`config.mk`:
```
export PLATFORM = sky130hd
export DESIGN_NAME = online_mean_variance_unit_flat
export DESIGN_NICKNAME = d
export VERILOG_FILES = /design/src/sv/omv_pkg.sv /design/src/sv/omv_in_if.sv /design/src/sv/omv_out_if.sv /design/src/sv/omv_dp.sv /design/src/sv/omv_ctrl.sv /design/src/sv/online_mean_variance_unit.sv /design/src/flat_wrapper.sv
export SDC_FILE = /design/constraint.sdc
export NUM_CORES = 2
export LEC_CHECK = 0
export BUFFER_PORTS_ARGS = -buffer_cell sky130_fd_sc_hd__buf_2
export CAP_MARGIN = 20
export CORE_MARGIN = 3
export CORE_UTILIZATION = 50
export DETAILED_ROUTE_END_ITERATION = 7
export GPL_TIMING_DRIVEN = 0
export PLACE_DENSITY = 0.63
export SYNTH_ARGS = -nofsm -noshare
export SYNTH_HDL_FRONTEND = slang
export SYNTH_SLANG_ARGS = --single-unit
```
`constraint.sdc`:
```
create_clock -name i_clk -period 24 [get_ports i_clk]
set_clock_uncertainty 0.05 [all_clocks]
set_input_delay 1.2 -clock i_clk [delete_from_list [all_inputs] [get_ports i_clk]]
set_output_delay 1.2 -clock i_clk [all_outputs]
set_load 0.005 [all_outputs]
```
`src/sv/omv_pkg.sv`:
```
// ----------------------------------------------------------------------------
// omv_pkg
// Shared widths, constants and controller/datapath types for the online
// mean and variance unit.
// ----------------------------------------------------------------------------
package omv_pkg;

    localparam int SAMPLE_W = 32;
    localparam int COUNT_W  = 32;
    localparam int VAR_W    = 63;
    localparam int ACC_W    = 96;
    localparam int STEP_W   = 6;

    localparam logic [COUNT_W-1:0] COUNT_MAX = {COUNT_W{1'b1}};
    localparam logic [VAR_W-1:0]   VAR_MAX   = {VAR_W{1'b1}};

    // Index of the last quotient bit for each division; the serial divider counts down from it to zero.
    localparam logic [STEP_W-1:0] MEAN_DIV_LAST = STEP_W'(SAMPLE_W);
    localparam logic [STEP_W-1:0] VAR_DIV_LAST  = STEP_W'(VAR_W - 1);

    typedef enum logic [1:0] {
        MUL_VAR_LO,
        MUL_VAR_HI,
        MUL_DELTA
    } t_mul_sel;

    typedef enum logic [1:0] {
        ACC_HOLD,
        ACC_LOAD_CORR,
        ACC_ADD_PROD,
        ACC_ADD_PROD_HI
    } t_acc_op;

    typedef struct packed {
        logic     load;
        logic     delta;
        logic     div_step;
        logic     mean_upd;
        logic     d2;
        logic     mul_en;
        t_mul_sel mul_sel;
        t_acc_op  acc_op;
        logic     var_init;
        logic     commit;
    } t_cmd;

    typedef struct packed {
        logic first;
    } t_sts;

endpackage

```
`src/sv/omv_in_if.sv`:
```
// ----------------------------------------------------------------------------
// omv_in_if
// Input channel carrying one calibrated sample word.
// ----------------------------------------------------------------------------
interface omv_in_if;
    logic                                valid;
    logic                                ready;
    logic signed [omv_pkg::SAMPLE_W-1:0] sample;

    modport source (output valid, output sample, input ready);
    modport sink   (input valid, input sample, output ready);
endinterface

```
`src/sv/omv_out_if.sv`:
```
// ----------------------------------------------------------------------------
// omv_out_if
// Result channel carrying count, mean and variance.
// ----------------------------------------------------------------------------
interface omv_out_if;
    logic                                valid;
    logic                                ready;
    logic        [omv_pkg::COUNT_W-1:0]  count;
    logic signed [omv_pkg::SAMPLE_W-1:0] mean;
    logic        [omv_pkg::VAR_W-1:0]    variance;

    modport source (output valid, output count, output mean, output variance, input ready);
    modport sink   (input valid, input count, input mean, input variance, output ready);
endinterface

```
`src/sv/omv_dp.sv`:
```
// ----------------------------------------------------------------------------
// omv_dp
// Datapath: running state, one 32x32 multiplier, a 96-bit accumulator and
// a restoring bit-serial divider shared by the mean and variance updates.
// ----------------------------------------------------------------------------
module omv_dp (
    input  logic                                i_clk,
    input  logic                                i_rst_n,
    input  omv_pkg::t_cmd                       i_cmd,
    output omv_pkg::t_sts                       o_sts,
    input  logic signed [omv_pkg::SAMPLE_W-1:0] i_sample,
    output logic        [omv_pkg::COUNT_W-1:0]  o_count,
    output logic signed [omv_pkg::SAMPLE_W-1:0] o_mean,
    output logic        [omv_pkg::VAR_W-1:0]    o_variance
);

    // Running state.
    logic [omv_pkg::COUNT_W-1:0]  r_total;
    logic [omv_pkg::SAMPLE_W-1:0] r_mean;
    logic [omv_pkg::VAR_W-1:0]    r_var;

    // Per-word working registers.
    logic [omv_pkg::SAMPLE_W-1:0] r_x;
    logic [omv_pkg::COUNT_W-1:0]  r_n;
    logic                         r_dneg;
    logic [omv_pkg::SAMPLE_W:0]   r_dmag;
    logic [omv_pkg::SAMPLE_W-1:0] r_mnew;
    logic [omv_pkg::SAMPLE_W:0]   r_d2mag;
    logic [63:0]                  r_prod;
    logic [omv_pkg::ACC_W-1:0]    r_acc;
    logic                         r_sat;

    // Divider.
    logic [omv_pkg::COUNT_W-1:0]  r_rem;
    logic [omv_pkg::VAR_W-1:0]    r_dvd;
    logic [omv_pkg::VAR_W-1:0]    r_quo;
    logic [omv_pkg::COUNT_W-1:0]  r_dvs;

    logic [omv_pkg::COUNT_W-1:0]  w_n_inc;
    logic [omv_pkg::COUNT_W-1:0]  w_nm1;
    logic [omv_pkg::COUNT_W-1:0]  w_nm2;
    logic [omv_pkg::SAMPLE_W:0]   w_delta;
    logic [omv_pkg::SAMPLE_W:0]   w_dmag;
    logic [omv_pkg::SAMPLE_W+1:0] w_qs;
    logic [omv_pkg::SAMPLE_W+1:0] w_mnew;
    logic [omv_pkg::SAMPLE_W:0]   w_d2;
    logic [31:0]                  w_ma;
    logic [31:0]                  w_mb;
    logic [omv_pkg::ACC_W-1:0]    w_corr;
    logic [omv_pkg::COUNT_W:0]    w_trial;
    logic [omv_pkg::COUNT_W:0]    w_sub;
    logic                         w_ge;
    logic [omv_pkg::VAR_W-1:0]    w_var_new;

    assign w_n_inc = (r_total == omv_pkg::COUNT_MAX) ? r_total : r_total + 1'b1;
    assign w_nm1   = r_n - 1'b1;
    assign w_nm2   = r_n - 2'd2;

    assign w_delta = {r_x[31], r_x} - {r_mean[31], r_mean};
    assign w_dmag  = w_delta[32] ? (~w_delta + 1'b1) : w_delta;

    // Mean step: truncate toward zero by dividing the magnitude, then re-apply the sign.
    assign w_qs   = r_dneg ? (~{1'b0, r_quo[32:0]} + 1'b1) : {1'b0, r_quo[32:0]};
    assign w_mnew = {{2{r_mean[31]}}, r_mean} + w_qs;

    assign w_d2 = {r_x[31], r_x} - {r_mnew[31], r_mnew};

    always_comb begin
        unique case (i_cmd.mul_sel)
            omv_pkg::MUL_VAR_LO: begin
                w_ma = r_var[31:0];
                w_mb = w_nm2;
            end
            omv_pkg::MUL_VAR_HI: begin
                w_ma = {1'b0, r_var[62:32]};
                w_mb = w_nm2;
            end
            omv_pkg::MUL_DELTA: begin
                w_ma = r_dmag[31:0];
                w_mb = r_d2mag[31:0];
            end
            default: begin
                w_ma = '0;
                w_mb = '0;
            end
        endcase
    end

    // Contribution of bit 32 of either magnitude to the product of the two.
    assign w_corr = (r_dmag[32] ? {31'b0, r_d2mag, 32'b0} : '0)
                  + (r_d2mag[32] ? {32'b0, r_dmag[31:0], 32'b0} : '0);

    assign w_trial = {r_rem, r_dvd[omv_pkg::VAR_W-1]};
    assign w_ge    = w_trial >= {1'b0, r_dvs};
    assign w_sub   = w_trial - {1'b0, r_dvs};

    assign w_var_new = o_sts.first ? '0 : (r_sat ? omv_pkg::VAR_MAX : r_quo);

    assign o_sts.first = (r_n == omv_pkg::COUNT_W'(1));

    always_ff @(posedge i_clk) begin
        if (!i_rst_n) begin
            r_total <= '0;
            r_mean  <= '0;
            r_var   <= '0;
        end else if (i_cmd.commit) begin
            r_total <= r_n;
            r_mean  <= r_mnew;
            r_var   <= w_var_new;
        end
    end

    always_ff @(posedge i_clk) begin
        if (i_cmd.load) begin
            r_x <= i_sample;
            r_n <= w_n_inc;
        end
        if (i_cmd.delta) begin
            r_dneg <= w_delta[32];
            r_dmag <= w_dmag;
            r_rem  <= '0;
            r_dvd  <= {w_dmag, 30'b0};
            r_dvs  <= r_n;
        end
        if (i_cmd.div_step) begin
            r_rem <= w_ge ? w_sub[31:0] : w_trial[31:0];
            r_dvd <= {r_dvd[omv_pkg::VAR_W-2:0], 1'b0};
            r_quo <= {r_quo[omv_pkg::VAR_W-2:0], w_ge};
        end
        if (i_cmd.mean_upd) begin
            r_mnew <= w_mnew[31:0];
        end
        if (i_cmd.d2) begin
            r_d2mag <= w_d2[32] ? (~w_d2 + 1'b1) : w_d2;
        end
        if (i_cmd.mul_en) begin
            r_prod <= w_ma * w_mb;
        end
        unique case (i_cmd.acc_op)
            omv_pkg::ACC_HOLD:        r_acc <= r_acc;
            omv_pkg::ACC_LOAD_CORR:   r_acc <= w_corr;
            omv_pkg::ACC_ADD_PROD:    r_acc <= r_acc + {32'b0, r_prod};
            omv_pkg::ACC_ADD_PROD_HI: r_acc <= r_acc + {r_prod, 32'b0};
            default:                  r_acc <= r_acc;
        endcase
        // The top 33 bits of the numerator decide saturation; below that the
        // remainder starts from them and 63 quotient bits remain.
        if (i_cmd.var_init) begin
            r_sat <= r_acc[95:63] >= {1'b0, w_nm1};
            r_rem <= r_acc[94:63];
            r_dvd <= r_acc[62:0];
            r_dvs <= w_nm1;
        end
    end

    assign o_count    = r_total;
    assign o_mean     = r_mean;
    assign o_variance = r_var;

endmodule

```
`src/sv/omv_ctrl.sv`:
```
// ----------------------------------------------------------------------------
// omv_ctrl
// Controller: sequences the datapath through the mean division, the
// numerator products and the variance division, and owns the handshakes.
// ----------------------------------------------------------------------------
module omv_ctrl (
    input  logic          i_clk,
    input  logic          i_rst_n,
    input  logic          i_in_valid,
    output logic          o_in_ready,
    input  logic          i_out_ready,
    output logic          o_out_valid,
    input  omv_pkg::t_sts i_sts,
    output omv_pkg::t_cmd o_cmd
);

    typedef enum logic [3:0] {
        S_IDLE,
        S_DELTA,
        S_MDIV,
        S_MEAN,
        S_D2,
        S_MUL_A,
        S_MUL_B,
        S_MUL_C,
        S_MUL_D,
        S_VINIT,
        S_VDIV,
        S_DONE
    } t_state;

    t_state                      r_state;
    logic [omv_pkg::STEP_W-1:0]  r_cnt;
    logic                        r_out_valid;
    logic                        w_can_commit;

    assign w_can_commit = !r_out_valid || i_out_ready;
    assign o_in_ready   = (r_state == S_IDLE);
    assign o_out_valid  = r_out_valid;

    always_comb begin
        o_cmd          = '0;
        o_cmd.mul_sel  = omv_pkg::MUL_VAR_LO;
        o_cmd.acc_op   = omv_pkg::ACC_HOLD;
        unique case (r_state)
            S_IDLE:  o_cmd.load     = i_in_valid;
            S_DELTA: o_cmd.delta    = 1'b1;
            S_MDIV:  o_cmd.div_step = 1'b1;
            S_MEAN:  o_cmd.mean_upd = 1'b1;
            S_D2:    o_cmd.d2       = 1'b1;
            S_MUL_A: begin
                o_cmd.mul_en  = 1'b1;
                o_cmd.mul_sel = omv_pkg::MUL_VAR_LO;
                o_cmd.acc_op  = omv_pkg::ACC_LOAD_CORR;
            end
            S_MUL_B: begin
                o_cmd.mul_en  = 1'b1;
                o_cmd.mul_sel = omv_pkg::MUL_VAR_HI;
                o_cmd.acc_op  = omv_pkg::ACC_ADD_PROD;
            end
            S_MUL_C: begin
                o_cmd.mul_en  = 1'b1;
                o_cmd.mul_sel = omv_pkg::MUL_DELTA;
                o_cmd.acc_op  = omv_pkg::ACC_ADD_PROD_HI;
            end
            S_MUL_D: o_cmd.acc_op   = omv_pkg::ACC_ADD_PROD;
            S_VINIT: o_cmd.var_init = 1'b1;
            S_VDIV:  o_cmd.div_step = 1'b1;
            S_DONE:  o_cmd.commit   = w_can_commit;
            default: o_cmd.load     = 1'b0;
        endcase
    end

    always_ff @(posedge i_clk) begin
        if (!i_rst_n) begin
            r_state     <= S_IDLE;
            r_cnt       <= '0;
            r_out_valid <= 1'b0;
        end else begin
            // A new result replaces one that is taken in the same cycle.
            if (r_state == S_DONE && w_can_commit) begin
                r_out_valid <= 1'b1;
            end else if (i_out_ready) begin
                r_out_valid <= 1'b0;
            end
            unique case (r_state)
                S_IDLE: begin
                    if (i_in_valid) begin
                        r_state <= S_DELTA;
                    end
                end
                S_DELTA: begin
                    r_cnt   <= omv_pkg::MEAN_DIV_LAST;
                    r_state <= S_MDIV;
                end
                S_MDIV: begin
                    if (r_cnt == '0) begin
                        r_state <= S_MEAN;
                    end else begin
                        r_cnt <= r_cnt - 1'b1;
                    end
                end
                S_MEAN:  r_state <= S_D2;
                S_D2:    r_state <= i_sts.first ? S_DONE : S_MUL_A;
                S_MUL_A: r_state <= S_MUL_B;
                S_MUL_B: r_state <= S_MUL_C;
                S_MUL_C: r_state <= S_MUL_D;
                S_MUL_D: r_state <= S_VINIT;
                S_VINIT: begin
                    r_cnt   <= omv_pkg::VAR_DIV_LAST;
                    r_state <= S_VDIV;
                end
                S_VDIV: begin
                    if (r_cnt == '0) begin
                        r_state <= S_DONE;
                    end else begin
                        r_cnt <= r_cnt - 1'b1;
                    end
                end
                S_DONE: begin
                    if (w_can_commit) begin
                        r_state <= S_IDLE;
                    end
                end
                default: r_state <= S_IDLE;
            endcase
        end
    end

endmodule

```
`src/sv/online_mean_variance_unit.sv`:
```
// ----------------------------------------------------------------------------
// online_mean_variance_unit
// Welford running mean and sample variance over signed Q16.16 samples.
// ----------------------------------------------------------------------------
// Each accepted sample word returns one result word with the saturating
// count, the Q16.16 mean and the Q32.32 variance. One word is in work at a
// time: the next word is accepted only after its result is committed. The
// time per word is set by the single bit-serial divider, which produces 33
// quotient bits for the mean and 63 for the variance, and by the steps on
// the shared 32x32 multiplier; the first sample skips both of the variance
// steps. A finished result is held in the output register while the next
// sample is accepted and processed; the update waits only if that result
// is still untaken when the next one is due.
module online_mean_variance_unit (
    input  logic       i_clk,
    input  logic       i_rst_n,
    omv_in_if.sink     i_in,
    omv_out_if.source  o_out
);

    omv_pkg::t_cmd w_cmd;
    omv_pkg::t_sts w_sts;

    omv_ctrl u_ctrl (
        .i_clk       (i_clk),
        .i_rst_n     (i_rst_n),
        .i_in_valid  (i_in.valid),
        .o_in_ready  (i_in.ready),
        .i_out_ready (o_out.ready),
        .o_out_valid (o_out.valid),
        .i_sts       (w_sts),
        .o_cmd       (w_cmd)
    );

    omv_dp u_dp (
        .i_clk      (i_clk),
        .i_rst_n    (i_rst_n),
        .i_cmd      (w_cmd),
        .o_sts      (w_sts),
        .i_sample   (i_in.sample),
        .o_count    (o_out.count),
        .o_mean     (o_out.mean),
        .o_variance (o_out.variance)
    );

    // A word is worked on alone: acceptance always drops ready.
    a_one_in_flight: assert property (@(posedge i_clk) disable iff (!i_rst_n)
        i_in.valid && i_in.ready |=> !i_in.ready)
        else $error("input accepted while a word was in work");

    // The count shown with a result is never zero.
    a_count_nonzero: assert property (@(posedge i_clk) disable iff (!i_rst_n)
        o_out.valid |-> o_out.count != '0)
        else $error("result carries a zero count");

    // A single sample has no spread.
    a_first_var_zero: assert property (@(posedge i_clk) disable iff (!i_rst_n)
        o_out.valid && o_out.count == omv_pkg::COUNT_W'(1) |-> o_out.variance == '0)
        else $error("non-zero variance after the first sample");

    // The state changes only when a new result is raised.
    a_result_on_update: assert property (@(posedge i_clk) disable iff (!i_rst_n)
        w_cmd.commit |=> o_out.valid)
        else $error("state updated without a result");

endmodule

```
`src/flat_wrapper.sv`:
```
// flat-port wrapper written by rule: the top's interface ports become plain ports
module online_mean_variance_unit_flat 
  (i_clk, i_rst_n, i_in_valid, i_in_sample, i_in_ready, o_out_valid, o_out_count, o_out_mean, o_out_variance, o_out_ready);
  omv_in_if i_in_i ();
  omv_out_if o_out_i ();
  input  logic i_clk;
  input  logic i_rst_n;
  input wire logic [$bits(i_in_i.valid)-1:0] i_in_valid;
  input wire logic [$bits(i_in_i.sample)-1:0] i_in_sample;
  output wire logic [$bits(i_in_i.ready)-1:0] i_in_ready;
  output wire logic [$bits(o_out_i.valid)-1:0] o_out_valid;
  output wire logic [$bits(o_out_i.count)-1:0] o_out_count;
  output wire logic [$bits(o_out_i.mean)-1:0] o_out_mean;
  output wire logic [$bits(o_out_i.variance)-1:0] o_out_variance;
  input wire logic [$bits(o_out_i.ready)-1:0] o_out_ready;
  assign i_in_i.valid = i_in_valid;
  assign i_in_i.sample = i_in_sample;
  assign i_in_ready = i_in_i.ready;
  assign o_out_valid = o_out_i.valid;
  assign o_out_count = o_out_i.count;
  assign o_out_mean = o_out_i.mean;
  assign o_out_variance = o_out_i.variance;
  assign o_out_i.ready = o_out_ready;
  online_mean_variance_unit u_core (.i_clk(i_clk), .i_rst_n(i_rst_n), .i_in(i_in_i), .o_out(o_out_i));
endmodule
```
==> impl_metrics.toml <==
[timing]
post-route-period-util = 0.5799
setup_slack_ns = 10.08
fmax_mhz = 71.85
hold_viol = 0
slew_headroom = 0.1288
hold_ws_ns = 0.3963
finalSetupTns_ns = 0
rsz0062_at_grt = "false"
slew_violations = 0
setup_violations = 0
fin_crit_ns = 13.92
tightest_slew_ns = 1.307

[critical_path]
cp-start-kind = "register"
regToRegSetupSlack_ns = 10.08
arrival_ns = 14.31
critPathMaxStageDelay_ns = 0.79
cp_common_cell = "fa_1"
endpoint_kind = "register"
slowest_stage = "clkbuf_1"
rr_worst_depth = 35
path_max_fanout = 10
cp.required_ns = 24.39
critPathKind = "register to register"

[pwr]
power_mw = 3.964
p_per_area_mw_per_mm2 = 46.58
leakage_nw = 38.08
ir_worst_vdd_uv = 58.29

[detailed_routing]
vias = 68210
detail-route-antenna-nets = 0
wl_per_cell_um = 28.24
drcViolationCount = 0
vias_per_cell = 6.108
drt-initial-drc-count = 8269
routed_wl_um = 315300
firstDrtPassIters = 6

[synthesis]
yosysMostFrequentCell = "inv_1"
synth_seq_area_share = 0.2331
synthTopCellsByArea = "fa_1, edfxtp_1, ha_1"
synth_area_leader_cell = "fa_1"
synth_nets = 10270
ys_types = 86
postSynthCellCount = 8741
netlist_area_mm2 = 0.07805
synth-main-ff-cell = "edfxtp_1"
yosys_warnings = 0
async_flop_share = 0
ys_ff_latch = 652
post-synth-top-area-fraction = 0.2316
synth_enable_flop_cells = 514
avgSynthCellArea_um2 = 8.929
netlist_top_cells_count = "inv_1, nand2_1, fa_1"

[grt]
grt.total_usage = 0.3850
antenna_found_initial = 19
overflow = 0
grt_max_degree = 64
grt_pass1_vias = 65620
grt_pass1_wl_um = 451800

[clock_network]
postCtsHoldBufs = 0
post_cts.repair.setup_buffers = 0
clk_latency_ns = 0.68
cts.sinks = 652
cts_tree = "built"
clk_pin_slew_ns = 0.07
numCtsBuffers = 72
cts-htree-levels = 3
cts-resized-gates = 0
cts-root-buf = "clkbuf_16"
cts_buffer_depth = 3

[layout]
nets = 10590
fin_util = 0.5506
syn_to_final_growth_pct = 9.046
layout-drive-gt1-share = 0.04926
fin_area_mm2 = 0.08511
fin_cells = 11170

[die]
core_area_mm2 = 0.1546
io-pin-count = 165
initial_core_util = 0.5049
fp.dieH_um = 401.1
die_w_um = 401.1
rows = 144
dieArea_mm2 = 0.1609

[placement]
dp_slack_ns = 10.55
place_inst = 11020
routabilityCongestion = 1.066
port-buffer-count = 164
place_hpwl_um = 263500
placed_area_mm2 = 0.08245

[flow_run]
max_cap_viol_count = 0

[worst_hold_path]
hp-class = "register to register"
hold_depth = 0

[run_status]
outcome = "completed"
==> worst paths after layout <==
kind | startpoint | to
hold reg to reg | u_core.u_dp.r_quo[45] | u_core.u_dp.r_quo[46]
setup / recovery | u_core.u_dp.r_n[1] | u_core.u_dp.r_prod[63]
setup reg to reg | u_core.u_dp.r_n[1] | u_core.u_dp.r_prod[63]
hold / removal | u_core.u_dp.r_quo[45] | u_core.u_dp.r_quo[46]
==> layer usage <==
metal  global-route usage  wire (µm)
met1               0.5380     129800
met4               0.1869      18920
met2               0.5400     126700
met5                    0        162
met3               0.1203      39690
==> where the power goes <==
part           switching, mW  internal (mW)  leakage [nW]
sequential            0.0971           1.39          5.87
combinational          0.898          0.397          31.0
clock                  0.503          0.684          1.21
total                   1.50           2.47          38.1
==> worst max-delay path, delay by kind of cell, from the launching register on <==
family | cells | cell delay, ns
buffers and inverters | 5 | 1.25
AOI/OAI and AO/OA | 8 | 2.69
adders and majority gates | 10 | 4.85
and+or+nand+nor | 11 | 3.79
DFF | 1 | 0.70
xor gates and xnor gates | 1 | 0.30
==> cells by family (layout without fill, tap and decap cells) <==
group | count (synthesis) | count (layout) | synth area share
adders and majority gates | 1497 | 1497 | 0.3268
other | 0 | 8 | 0
xor gates and xnor gates | 537 | 537 | 0.06026
buffers and inverters | 1594 | 1967 | 0.07706
AOI/OAI and AO/OA | 1651 | 1651 | 0.1384
muxes | 15 | 15 | 0.001988
and+or+nand+nor | 2795 | 2795 | 0.1623
DFF | 652 | 652 | 0.2331
==> sequential cells by signal (all words and copies together), names as in the netlist, 6 cells and up <==
| signal | flops |
|---|---|
| u_core.u_dp.r_dmag | 33 |
| u_core.u_dp.r_acc | 96 |
| u_core.u_dp.r_dvd | 63 |
| u_core.u_dp.r_dvs | 32 |
| u_core.u_dp.r_mnew | 32 |
| u_core.u_dp.r_x | 32 |
| u_core.u_dp.r_d2mag | 33 |
| u_core.u_dp.o_variance | 63 |
| u_core.u_dp.o_mean | 32 |
| u_core.u_dp.r_quo | 63 |
| u_core.u_ctrl.r_cnt | 6 |
| u_core.u_dp.r_prod | 64 |
| u_core.u_dp.o_count | 32 |
| u_core.u_dp.r_n | 32 |
| u_core.u_dp.r_rem | 32 |
==> cell usage in the layout (no fill, tap or decap), types with 117 or more instances in the layout <==
master | synthesis | final
nor2_1 | 798 | 796
a21o_1 | 205 | 205
dfxtp_1 | 138 | 138
nor3_1 | 146 | 143
clkbuf_1 | 409 | 420
xor2_1 | 216 | 216
xnor2_1 | 321 | 321
o21ai_0 | 293 | 292
edfxtp_1 | 514 | 514
fa_1 | 903 | 903
inv_1 | 1150 | 1149
nor2b_1 | 130 | 130
nand2_1 | 1105 | 1105
ha_1 | 594 | 594
buf_2 | 1 | 174
and2_1 | 118 | 117
a21oi_1 | 472 | 466
==> final cells by class <==
type                    count  area, µm²
diodes                      8      20.02
plain buffers             443       1698
clock buffers              91       1988
clock inverters            40      500.5
fillers                 14440      69480
inverters                1151       4320
multi-input cells        6495      54020
flip-flops and latches    652      18200
well taps                2044       2557
repair buffers            242       1805
No activity file was read; power rests on OpenSTA's default activity.
